==> src/assert_macros.svh <==
// Assertion helpers shared by the RTL modules.
// Expects clk and arst_n in the scope of the module that uses them.
`ifndef ASSERT_MACROS_SVH
`define ASSERT_MACROS_SVH

// Clocked check, off while in reset.
`define ASSERT_CLK(label, prop, msg) \
	label: assert property (@(posedge clk) disable iff (!arst_n) prop) else $error(msg);

// Clocked check, also active during reset.
`define ASSERT_ALWAYS(label, prop, msg) \
	label: assert property (@(posedge clk) prop) else $error(msg);

`endif

==> src/mbw_pkg.sv <==
// Types and constants of the MP4 box walker.
// No dependencies; used by mbw_parser, mbw_res_fifo and mp4_box_walker.
package mbw_pkg;

	typedef enum logic [1:0] {
		PH_HEADER,
		PH_SKIP,
		PH_TRACK
	} phase_t;

	localparam logic [1:0] EV_BOX   = 2'd0;
	localparam logic [1:0] EV_TRACK = 2'd1;
	localparam logic [1:0] EV_BAD   = 2'd2;
	localparam logic [1:0] EV_END   = 2'd3;

	localparam logic [1:0] ACT_DESCEND = 2'd0;
	localparam logic [1:0] ACT_SKIP    = 2'd1;
	localparam logic [1:0] ACT_PARSE   = 2'd2;

	localparam logic [31:0] FCC_MOOV = {8'h6d, 8'h6f, 8'h6f, 8'h76};
	localparam logic [31:0] FCC_TRAK = {8'h74, 8'h72, 8'h61, 8'h6b};
	localparam logic [31:0] FCC_TKHD = {8'h74, 8'h6b, 8'h68, 8'h64};
	localparam logic [31:0] FCC_MDIA = {8'h6d, 8'h64, 8'h69, 8'h61};
	localparam logic [31:0] FCC_MINF = {8'h6d, 8'h69, 8'h6e, 8'h66};
	localparam logic [31:0] FCC_DINF = {8'h64, 8'h69, 8'h6e, 8'h66};
	localparam logic [31:0] FCC_STBL = {8'h73, 8'h74, 8'h62, 8'h6c};

	localparam logic [31:0] HDR_BYTES = 32'd8;
	localparam logic [31:0] TK_TOTAL  = 32'd92;
	localparam logic [6:0]  HDR_LAST  = 7'd7;
	localparam logic [6:0]  TK_LAST   = 7'd83;

	typedef struct packed {
		logic [1:0]  event_res;
		logic [31:0] box_type;
		logic [31:0] box_length;
		logic [1:0]  box_action;
		logic [31:0] track_number;
		logic [31:0] track_duration;
		logic [31:0] creation_stamp;
		logic [31:0] modify_stamp;
		logic [31:0] track_width;
		logic [31:0] track_height;
		logic [15:0] track_volume;
		logic [7:0]  tkhd_version;
	} result_t;

	// Results produced by one accepted byte; r0 first, r1 only when cnt is 2.
	typedef struct packed {
		logic [1:0] cnt;
		result_t    r0;
		result_t    r1;
	} push_t;

	function automatic logic is_container(input logic [31:0] t);
		return (t == FCC_MOOV) || (t == FCC_TRAK) || (t == FCC_MDIA) ||
			(t == FCC_MINF) || (t == FCC_DINF) || (t == FCC_STBL);
	endfunction

endpackage

==> src/mbw_parser.sv <==
// Box walker state and per-byte decode: header gathering, skipping, tkhd fields.
// Depends on mbw_pkg and assert_macros.svh.
`include "assert_macros.svh"

module mbw_parser (
	input  logic           clk,
	input  logic           arst_n,
	input  logic           acc,
	input  logic [7:0]     data_byte,
	input  logic           last_byte,
	output mbw_pkg::push_t push
);
	import mbw_pkg::*;

	phase_t      phase_q, phase_d;
	logic [6:0]  pos_q, pos_d;
	logic [63:0] hdr_q, hdr_d;
	logic [31:0] skip_q, skip_d;
	logic        halted_q, halted_d;
	logic [31:0] words_q [6];
	logic [31:0] words_n [6];
	logic [15:0] vol_q, vol_d;
	logic [7:0]  ver_q, ver_d;

	logic [63:0] hdr_next;
	logic [31:0] new_size, new_type, cur_size, size_m9, size_m8, size_m92;
	logic        hdr_done, trk_done, ver_bad, vol_hit, size_bad, tkhd_ok, work;
	logic [5:0]  slot_hit;
	logic [6:0]  pos_inc;
	logic        ev_hit;
	logic        idle_state;
	result_t     r_ev, r_end;

	assign work     = acc && !halted_q;
	assign hdr_next = {hdr_q[55:0], data_byte};
	assign new_size = hdr_next[63:32];
	assign new_type = hdr_next[31:0];
	assign cur_size = hdr_q[63:32];
	assign size_m8  = new_size - HDR_BYTES;
	assign size_m9  = cur_size - 32'd9;
	assign size_m92 = cur_size - TK_TOTAL;
	assign size_bad = new_size < HDR_BYTES;
	assign tkhd_ok  = (new_type == FCC_TKHD) && (new_size >= TK_TOTAL);
	assign hdr_done = pos_q == HDR_LAST;
	assign trk_done = pos_q == TK_LAST;
	assign ver_bad  = (pos_q == 7'd0) && (data_byte != 8'd0);
	assign pos_inc  = pos_q + 7'd1;
	assign idle_state = (phase_q == PH_HEADER) && !halted_q && (pos_q == 7'd0);

	// tkhd v0 body offsets: creation, modification, id, duration, width, height
	assign slot_hit[0] = (pos_q >= 7'd4)  && (pos_q < 7'd8);
	assign slot_hit[1] = (pos_q >= 7'd8)  && (pos_q < 7'd12);
	assign slot_hit[2] = (pos_q >= 7'd12) && (pos_q < 7'd16);
	assign slot_hit[3] = (pos_q >= 7'd20) && (pos_q < 7'd24);
	assign slot_hit[4] = (pos_q >= 7'd76) && (pos_q < 7'd80);
	assign slot_hit[5] = (pos_q >= 7'd80) && (pos_q < 7'd84);
	assign vol_hit     = (pos_q == 7'd36) || (pos_q == 7'd37);

	always_comb begin
		for (int i = 0; i < 6; i++) begin
			words_n[i] = (work && phase_q == PH_TRACK && slot_hit[i]) ?
				{words_q[i][23:0], data_byte} : words_q[i];
		end
	end

	// next state
	always_comb begin
		phase_d  = phase_q;
		pos_d    = pos_q;
		hdr_d    = hdr_q;
		skip_d   = skip_q;
		halted_d = halted_q;
		vol_d    = vol_q;
		ver_d    = ver_q;
		if (work) begin
			case (phase_q)
				PH_SKIP: begin
					skip_d = skip_q - 32'd1;
					if (skip_q == 32'd1)
						phase_d = PH_HEADER;
				end
				PH_TRACK: begin
					if (pos_q == 7'd0)
						ver_d = data_byte;
					if (ver_bad) begin
						pos_d   = 7'd0;
						skip_d  = size_m9;
						phase_d = (size_m9 != 32'd0) ? PH_SKIP : PH_HEADER;
					end else begin
						if (vol_hit)
							vol_d = {vol_q[7:0], data_byte};
						if (trk_done) begin
							pos_d   = 7'd0;
							skip_d  = size_m92;
							phase_d = (size_m92 != 32'd0) ? PH_SKIP : PH_HEADER;
						end else begin
							pos_d = pos_inc;
						end
					end
				end
				default: begin
					hdr_d = hdr_next;
					if (hdr_done) begin
						pos_d = 7'd0;
						if (size_bad) begin
							halted_d = 1'b1;
						end else if (is_container(new_type)) begin
							phase_d = PH_HEADER;
						end else if (tkhd_ok) begin
							phase_d = PH_TRACK;
						end else begin
							skip_d  = size_m8;
							phase_d = (size_m8 != 32'd0) ? PH_SKIP : PH_HEADER;
						end
					end else begin
						pos_d = pos_inc;
					end
				end
			endcase
		end
		if (acc && last_byte) begin
			phase_d  = PH_HEADER;
			pos_d    = 7'd0;
			hdr_d    = '0;
			skip_d   = '0;
			halted_d = 1'b0;
		end
	end

	// results
	always_comb begin
		ev_hit = 1'b0;
		r_ev   = '0;
		r_end  = '0;
		r_end.event_res = EV_END;
		if (work) begin
			case (phase_q)
				PH_TRACK: begin
					r_ev.box_type   = hdr_q[31:0];
					r_ev.box_length = cur_size;
					if (ver_bad) begin
						ev_hit            = 1'b1;
						r_ev.event_res    = EV_BAD;
						r_ev.box_action   = ACT_SKIP;
						r_ev.tkhd_version = data_byte;
					end else if (trk_done) begin
						ev_hit              = 1'b1;
						r_ev.event_res      = EV_TRACK;
						r_ev.box_action     = ACT_PARSE;
						r_ev.creation_stamp = words_n[0];
						r_ev.modify_stamp   = words_n[1];
						r_ev.track_number   = words_n[2];
						r_ev.track_duration = words_n[3];
						r_ev.track_width    = words_n[4];
						r_ev.track_height   = words_n[5];
						r_ev.track_volume   = vol_q;
						r_ev.tkhd_version   = ver_q;
					end
				end
				PH_HEADER: begin
					r_ev.box_type   = new_type;
					r_ev.box_length = new_size;
					if (hdr_done) begin
						ev_hit = 1'b1;
						if (size_bad) begin
							r_ev.event_res  = EV_BAD;
							r_ev.box_action = ACT_SKIP;
						end else if (is_container(new_type)) begin
							r_ev.event_res  = EV_BOX;
							r_ev.box_action = ACT_DESCEND;
						end else if (tkhd_ok) begin
							r_ev.event_res  = EV_BOX;
							r_ev.box_action = ACT_PARSE;
						end else begin
							r_ev.event_res  = EV_BOX;
							r_ev.box_action = ACT_SKIP;
						end
					end
				end
				default: ;
			endcase
		end
		push.r1 = r_end;
		if (ev_hit) begin
			push.r0  = r_ev;
			push.cnt = (acc && last_byte) ? 2'd2 : 2'd1;
		end else begin
			push.r0  = r_end;
			push.cnt = (acc && last_byte) ? 2'd1 : 2'd0;
		end
	end

	always_ff @(posedge clk or negedge arst_n) begin
		if (!arst_n) begin
			phase_q  <= PH_HEADER;
			pos_q    <= 7'd0;
			hdr_q    <= '0;
			skip_q   <= '0;
			halted_q <= 1'b0;
		end else begin
			phase_q  <= phase_d;
			pos_q    <= pos_d;
			hdr_q    <= hdr_d;
			skip_q   <= skip_d;
			halted_q <= halted_d;
		end
	end

	always_ff @(posedge clk) begin
		for (int i = 0; i < 6; i++)
			words_q[i] <= words_n[i];
		vol_q <= vol_d;
		ver_q <= ver_d;
	end

	`ASSERT_CLK(a_last_clears, (acc && last_byte) |=> idle_state, "state kept after last beat")
	`ASSERT_CLK(a_skip_nonzero, (phase_q == PH_SKIP) |-> (skip_q != 32'd0), "zero skip count")
	`ASSERT_CLK(a_track_pos, (phase_q == PH_TRACK) |-> (pos_q <= TK_LAST), "track position range")

endmodule

==> src/mbw_res_fifo.sv <==
// Result queue: takes up to two results per cycle, delivers one per beat.
// Depends on mbw_pkg and assert_macros.svh.
`include "assert_macros.svh"

module mbw_res_fifo #(
	parameter int DEPTH = 4
) (
	input  logic             clk,
	input  logic             arst_n,
	input  mbw_pkg::push_t   push,
	output logic             room2,
	output logic             out_valid,
	input  logic             out_ready,
	output mbw_pkg::result_t rdata
);
	import mbw_pkg::*;

	localparam int PW = (DEPTH > 1) ? $clog2(DEPTH) : 1;
	localparam int CW = $clog2(DEPTH + 1);

	result_t         mem_q [DEPTH];
	logic [PW-1:0]   wptr_q, rptr_q, wptr_p1;
	logic [CW-1:0]   count_q;
	logic            pop;

	function automatic logic [PW-1:0] ptr_inc(input logic [PW-1:0] p);
		return (p == PW'(DEPTH - 1)) ? '0 : p + PW'(1);
	endfunction

	assign wptr_p1   = ptr_inc(wptr_q);
	assign out_valid = count_q != '0;
	assign pop       = out_valid && out_ready;
	assign rdata     = mem_q[rptr_q];
	assign room2     = count_q <= CW'(DEPTH - 2);

	always_ff @(posedge clk) begin
		if (push.cnt != 2'd0)
			mem_q[wptr_q] <= push.r0;
		if (push.cnt == 2'd2)
			mem_q[wptr_p1] <= push.r1;
	end

	always_ff @(posedge clk or negedge arst_n) begin
		if (!arst_n) begin
			wptr_q  <= '0;
			rptr_q  <= '0;
			count_q <= '0;
		end else begin
			if (push.cnt == 2'd1)
				wptr_q <= wptr_p1;
			else if (push.cnt == 2'd2)
				wptr_q <= ptr_inc(wptr_p1);
			if (pop)
				rptr_q <= ptr_inc(rptr_q);
			count_q <= count_q + CW'(push.cnt) - CW'(pop);
		end
	end

	`ASSERT_CLK(a_no_overflow, (push.cnt != 2'd0) |-> (count_q + CW'(push.cnt) <= CW'(DEPTH)), "result queue overflow")
	`ASSERT_CLK(a_count_max, count_q <= CW'(DEPTH), "result queue count out of range")
	`ASSERT_CLK(a_pop_count, (pop && push.cnt == 2'd0) |=> (count_q == $past(count_q) - CW'(1)), "pop did not lower count")

endmodule

==> src/mp4_box_walker.sv <==
// MP4 box walker: one file byte per input beat, one event per output beat.
// Input channel: in_valid/in_ready with data_byte and last_byte.
// Output channel: out_valid/out_ready with the event fields.
// A byte is decoded in the cycle it is accepted; the result it causes is
// registered in the queue; if it was empty, out_valid rises next cycle.
// Throughput: one byte per cycle while the queue has room for two results.
// Most bytes cause no result; a header end, tkhd end or bad box gives one,
// and a last_byte beat adds an end-of-stream event after it.
// The queue (RES_DEPTH entries) sets how long the input keeps flowing while
// the receiver stalls; in_ready drops once fewer than two slots are free.
// Reset empties the queue and returns the walker to reading a box header.
// Depends on mbw_pkg, mbw_parser, mbw_res_fifo.
module mp4_box_walker #(
	parameter int RES_DEPTH = 4
) (
	input  logic        clk,
	input  logic        arst_n,
	input  logic        in_valid,
	output logic        in_ready,
	input  logic [7:0]  data_byte,
	input  logic        last_byte,
	output logic        out_valid,
	input  logic        out_ready,
	output logic [1:0]  event_res,
	output logic [31:0] box_type,
	output logic [31:0] box_length,
	output logic [1:0]  box_action,
	output logic [31:0] track_number,
	output logic [31:0] track_duration,
	output logic [31:0] creation_stamp,
	output logic [31:0] modify_stamp,
	output logic [31:0] track_width,
	output logic [31:0] track_height,
	output logic [15:0] track_volume,
	output logic [7:0]  tkhd_version
);
	import mbw_pkg::*;

	logic    acc;
	push_t   push;
	result_t rdata;

	assign acc = in_valid && in_ready;

	mbw_parser u_parser (
		.clk       (clk),
		.arst_n    (arst_n),
		.acc       (acc),
		.data_byte (data_byte),
		.last_byte (last_byte),
		.push      (push)
	);

	mbw_res_fifo #(
		.DEPTH (RES_DEPTH)
	) u_fifo (
		.clk       (clk),
		.arst_n    (arst_n),
		.push      (push),
		.room2     (in_ready),
		.out_valid (out_valid),
		.out_ready (out_ready),
		.rdata     (rdata)
	);

	assign event_res      = rdata.event_res;
	assign box_type       = rdata.box_type;
	assign box_length     = rdata.box_length;
	assign box_action     = rdata.box_action;
	assign track_number   = rdata.track_number;
	assign track_duration = rdata.track_duration;
	assign creation_stamp = rdata.creation_stamp;
	assign modify_stamp   = rdata.modify_stamp;
	assign track_width    = rdata.track_width;
	assign track_height   = rdata.track_height;
	assign track_volume   = rdata.track_volume;
	assign tkhd_version   = rdata.tkhd_version;

endmodule

==> config.mk <==
export PLATFORM = sky130hd
export DESIGN_NAME = mp4_box_walker
export DESIGN_NICKNAME = d
export VERILOG_FILES = /design/src/mbw_pkg.sv /design/src/mbw_parser.sv /design/src/mbw_res_fifo.sv /design/src/mp4_box_walker.sv
export VERILOG_INCLUDE_DIRS = /design/src /design/src/src
export SDC_FILE = /design/constraint.sdc
export NUM_CORES = 2
export LEC_CHECK = 0
export ABC_CLOCK_PERIOD_IN_PS = 3300
export BUFFER_PORTS_ARGS = -buffer_cell sky130_fd_sc_hd__buf_2
export CORE_MARGIN = 2
export CORE_UTILIZATION = 40
export CTS_CLUSTER_DIAMETER = 150
export CTS_CLUSTER_SIZE = 25
export DETAILED_ROUTE_END_ITERATION = 10
export GPL_ROUTABILITY_DRIVEN = 0
export PLACE_DENSITY = 0.56
export REMOVE_ABC_BUFFERS = 1
export SYNTH_ARGS = -nofsm -noshare
export SYNTH_HDL_FRONTEND = slang
export SYNTH_SLANG_ARGS = --single-unit
==> constraint.sdc <==
create_clock -name clk -period 3.3 [get_ports clk]
set_clock_uncertainty 0.15 [all_clocks]
set_input_delay 0.66 -clock clk [delete_from_list [all_inputs] [get_ports clk]]
set_output_delay 0.66 -clock clk [all_outputs]
set_load 0.05 [all_outputs]
==> metrics.md <==
| Metric | Value |
|---|---|
| Synth area leaders | `dfxtp_1, mux4_2, nand2_1` |
| Fin crit period | `approximately 3400 ps` |
| Sequential power share | `0.438` |
| First-pass GRT wire length | `between 300 and 400 mm` |
| Full die area | `roughly 0.16 mm^2` |
| Max-cap viol count | `0` |
| Vias per cell | `roughly 5.6` |
| Largest family of logic cells by synthesized area | `simple AND/OR/NAND/NOR gates` |
| Worst min-delay path class | `input port to flip-flop` |
| Post-Place Worst Slack | `-654 ps` |
| Critical R2R Capture | `u_fifo.mem_q[2][133]$_SDFFE_PP0P_` |
| Gate count of the mapped netlist | `between 6000 and 7000` |
| CP Data Required Time | `approximately 2500 ps` |
| Buffers on Ports | `~300` |
| Combinational fraction of design power | `0.351` |
| Clk slew on worst S/H paths | `110 ps` |
| RSZ-0062 raised after global routing | `true` |
| Net Sw Power | `about 0.016 W` |
| Crit Path Category | `flip-flop to primary output` |
| Largest net degree at the start of global routing | `116` |
| Avg WL per Cell | `about 23 um` |
| Synth async-reset ratio | `0.0771` |
| Setup slack, reg-to-reg | `around 160 ps` |
| Vias in the first global route | `49950` |
| Register bit total from synthesis | `between 1000 and 1500` |
| WP data arrival | `between 2000 and 3000 ps` |
| TritonCTS Buffers | `between 60 and 70` |
| Failing checks | `setup timing` |
| Mux cell area share after synthesis | `0.138` |
| Detail Route Antenna Nets | `0` |
| Final setup viols | `30` |
| CTS tree | `yes` |
| Area grow syn2layout | `18.7%` |
| Synth Cell Area | `around 0.063 mm^2` |
| RR Startpoint | `u_parser.pos_q[1]$_DFFE_PN0P_` |
| Synth Area in Simple Gates | `0.176` |
| Clock Power Share | `0.211` |
| Status | `complete, but fails checks` |
| Depth of the most critical reg-to-reg path | `14` |
| Switching share of power | `0.347` |
| Post-synth EDFFs | `24` |
| Root Buffer | `clkbuf_16` |
| DRT iter0 DRCs | `roughly 4500` |
| Hold_ws | `roughly 210 ps` |
| Die Height | `~400 um` |
| Total Routing Usage GR | `0.254` |
| Area share of fa/ha/maj cells after synthesis | `0.00651` |
| Ys Warns | `0` |
| Slew Viols, Final | `0` |
| # rows | `about 150` |
| Fmax | `a little under 0.3 GHz` |
| Crit Path Max Fanout | `8` |
| Final HPWL DP | `134 mm` |
| Grt ovf | `0` |
| Tcrit/Tclk final | `1.02` |
| Post-route DRC | `0` |
| H-tree levels | `3` |
| Worst-Margin Slew | `1030 ps` |
| Post-Syn Area per Cell | `just over 9 um^2` |
| Clk sinks | `between 1000 and 1500` |
| Yosys top cell by area | `dfxtp_1` |
| Seq/Total Area, Yosys | `0.481` |
| Post-synth top flop | `dfxtp_1` |
| Cell Int Power | `between 0.03 and 0.04 W` |
| XOR/XNOR Fraction of Synth Area | `0.0144` |
| CP Launch Point | `u_fifo.rptr_q[0]$_DFFE_PN0P_` |
| Yosys top cell area share | `0.424` |
| Initial antenna violation count | `8` |
| Yosys cell types | `91` |
| Critical Path Sink Type | `primary output` |
| Initial core utilization | `0.402` |
| CTS Buffer Depth | `3` |
| Pwr dens | `630 mW/mm^2` |
| Clock latency at the later pin of the worst-skew pair | `between 700 and 800 ps` |
| Worst Slack Setup Final | `-56.4 ps` |
| Startpoint class of the critical path | `flip-flop` |
| P_leak | `approximately 28 nW` |
| Nets | `~7100` |
| Ports | `299` |
| Final Hold Fails | `0` |
| Core area | `~0.16 mm^2` |
| Setup crit end | `track_number[4]` |
| Drt pass-1 iters | `6` |
| Relative slew slack | `0.309` |
| VDD IR-drop max | `a little over 0.0006 V` |
| Layout cells sized above 1 | `0.193` |
| Compound-gate portion of the synthesized area | `0.141` |
| Die Wd | `around 400 um` |
| Vias post-DR | `roughly 52000` |
| DRT Wirelength | `roughly 210 mm` |
## worst max-delay path, stage by stage, from the launching register on
cell     delay (ps)
dfrtp_4         470
buf_12          180
buf_16          200
buf_8           140
mux4_2          610
buf_8           200
## routing by layer
layer  track usage  vias to the layer above  share of wire
li1              -                    24117              -
met1         0.359                    25721           0.45
met2         0.411                     1624           0.47
met3        0.0259                      213          0.058
met4        0.0771                        0          0.026
met5             0                        -              0
## cell type report
class	instances	area (um^2)
well taps	2058	2570
repair buffers	808	9420
multi-input cells	4666	30100
inverters	67	251
clock buffers	87	1840
flip-flops and latches	1465	30100
diodes	4	10.0
fillers	14698	81400
clock inverters	5	60.1
## repair_timing
item                       4_1_cts  5_1_grt
pin swaps                        0        4
gates resized for setup        352      119
hold endpoints to repair        30        0
hold buffers                     1        0
buffers inserted                22       14
cloned                          13       15
setup endpoints to repair      267     1188
## registers in the layout, indices dropped and copies added (netlist names)
name	flops
u_fifo.rptr_q	2
u_parser.words_q	192
u_parser.pos_q	7
u_parser.skip_q	32
u_parser.phase_q	2
u_fifo.count_q	3
u_fifo.mem_q	1136
u_parser.ver_q	8
u_fifo.wptr_q	2
u_parser.hdr_q	64
u_parser.halted_q	1
u_parser.vol_q	16
## placed cells by master, fill, tap and decap left out, types with 32 or more instances in the layout
cell and instances:
o21ai_0 68, mux4_2 284, buf_12 168, dfxtp_1 1328, nor2_1 351, a22o_1 66
a21oi_1 896, a211oi_1 269, xnor2_1 54, nor3_1 32, mux2i_1 35, nand2_1 1632
buf_2 75, a22oi_1 72, nand3_1 221, xor2_1 49, clkbuf_16 86, dfrtp_1 110
mux2_2 119, buf_6 169, buf_4 347, inv_1 65, and2_1 167
## metrics by stage
stage / power, W / cells / area, um^2 / setup TNS (ps) / utilization
after global placement: 0.0351 / 9003 / 70000 / -482280 / 0.449
after floorplan: 0.0286 / 6198 / 60300 / - / -
after detailed placement: 0.0353 / 9003 / 70000 / -491750 / 0.449
after CTS: 0.0466 / 9131 / 73500 / -12540 / 0.472
final: 0.0469 / 9160 / 74400 / -541 / 0.477
after global routing: 0.0489 / 9159 / 74400 / -5350 / 0.477
## power by group through the flow
stage	Clock (W)	Combinational, W	Sequential (W)
2_1_floorplan	0	0.00753	0.0211
6_report	0.00989	0.0165	0.0205
3_3_place_gp	0	0.0142	0.0209
3_5_place_dp	0	0.0143	0.0210
4_1_cts	0.0102	0.0160	0.0205
5_1_grt	0.0107	0.0175	0.0207
## cell usage after synthesis (68+ instances only)
cell type and instances:
nand2_1 1632, o21ai_0 68, mux2_2 119, a22oi_1 72, buf_1 80, and2_1 169
a211oi_1 271, dfxtp_1 1328, mux4_2 284, a21oi_1 898, dfrtp_1 113, nor2_1 353
nand3_1 221, clkbuf_1 494
## cells by family after synthesis
kind of cell,count (synthesis)
AOI/OAI and AO/OA,1480
and+or+nand+nor,2568
muxes,483
DFF,1465
adders and majority gates,32
buffers and inverters,682
xor gates and xnor gates,103
## worst min path at each step
stage | cells past startpoint | endpoint | start | slack [ps]
2_1_floorplan | 0 | u_fifo.count_q[0]$_DFF_PN0_ | arst_n | 210
3_3_place_gp | 2 | u_fifo.mem_q[1][216]$_SDFFE_PP0P_ | u_fifo.mem_q[1][216]$_SDFFE_PP0P_ | 280
3_5_place_dp | 1 | u_parser.words_q[3][26]$_DFF_P_ | u_parser.words_q[3][26]$_DFF_P_ | 290
4_1_cts | 2 | u_parser.hdr_q[0]$_DFFE_PN0P_ | data_byte[0] | 160
5_1_grt | 2 | u_parser.hdr_q[0]$_DFFE_PN0P_ | data_byte[0] | 180
6_report | 2 | u_parser.hdr_q[0]$_DFFE_PN0P_ | data_byte[0] | 210
No activity file was read; power rests on OpenSTA's default activity.
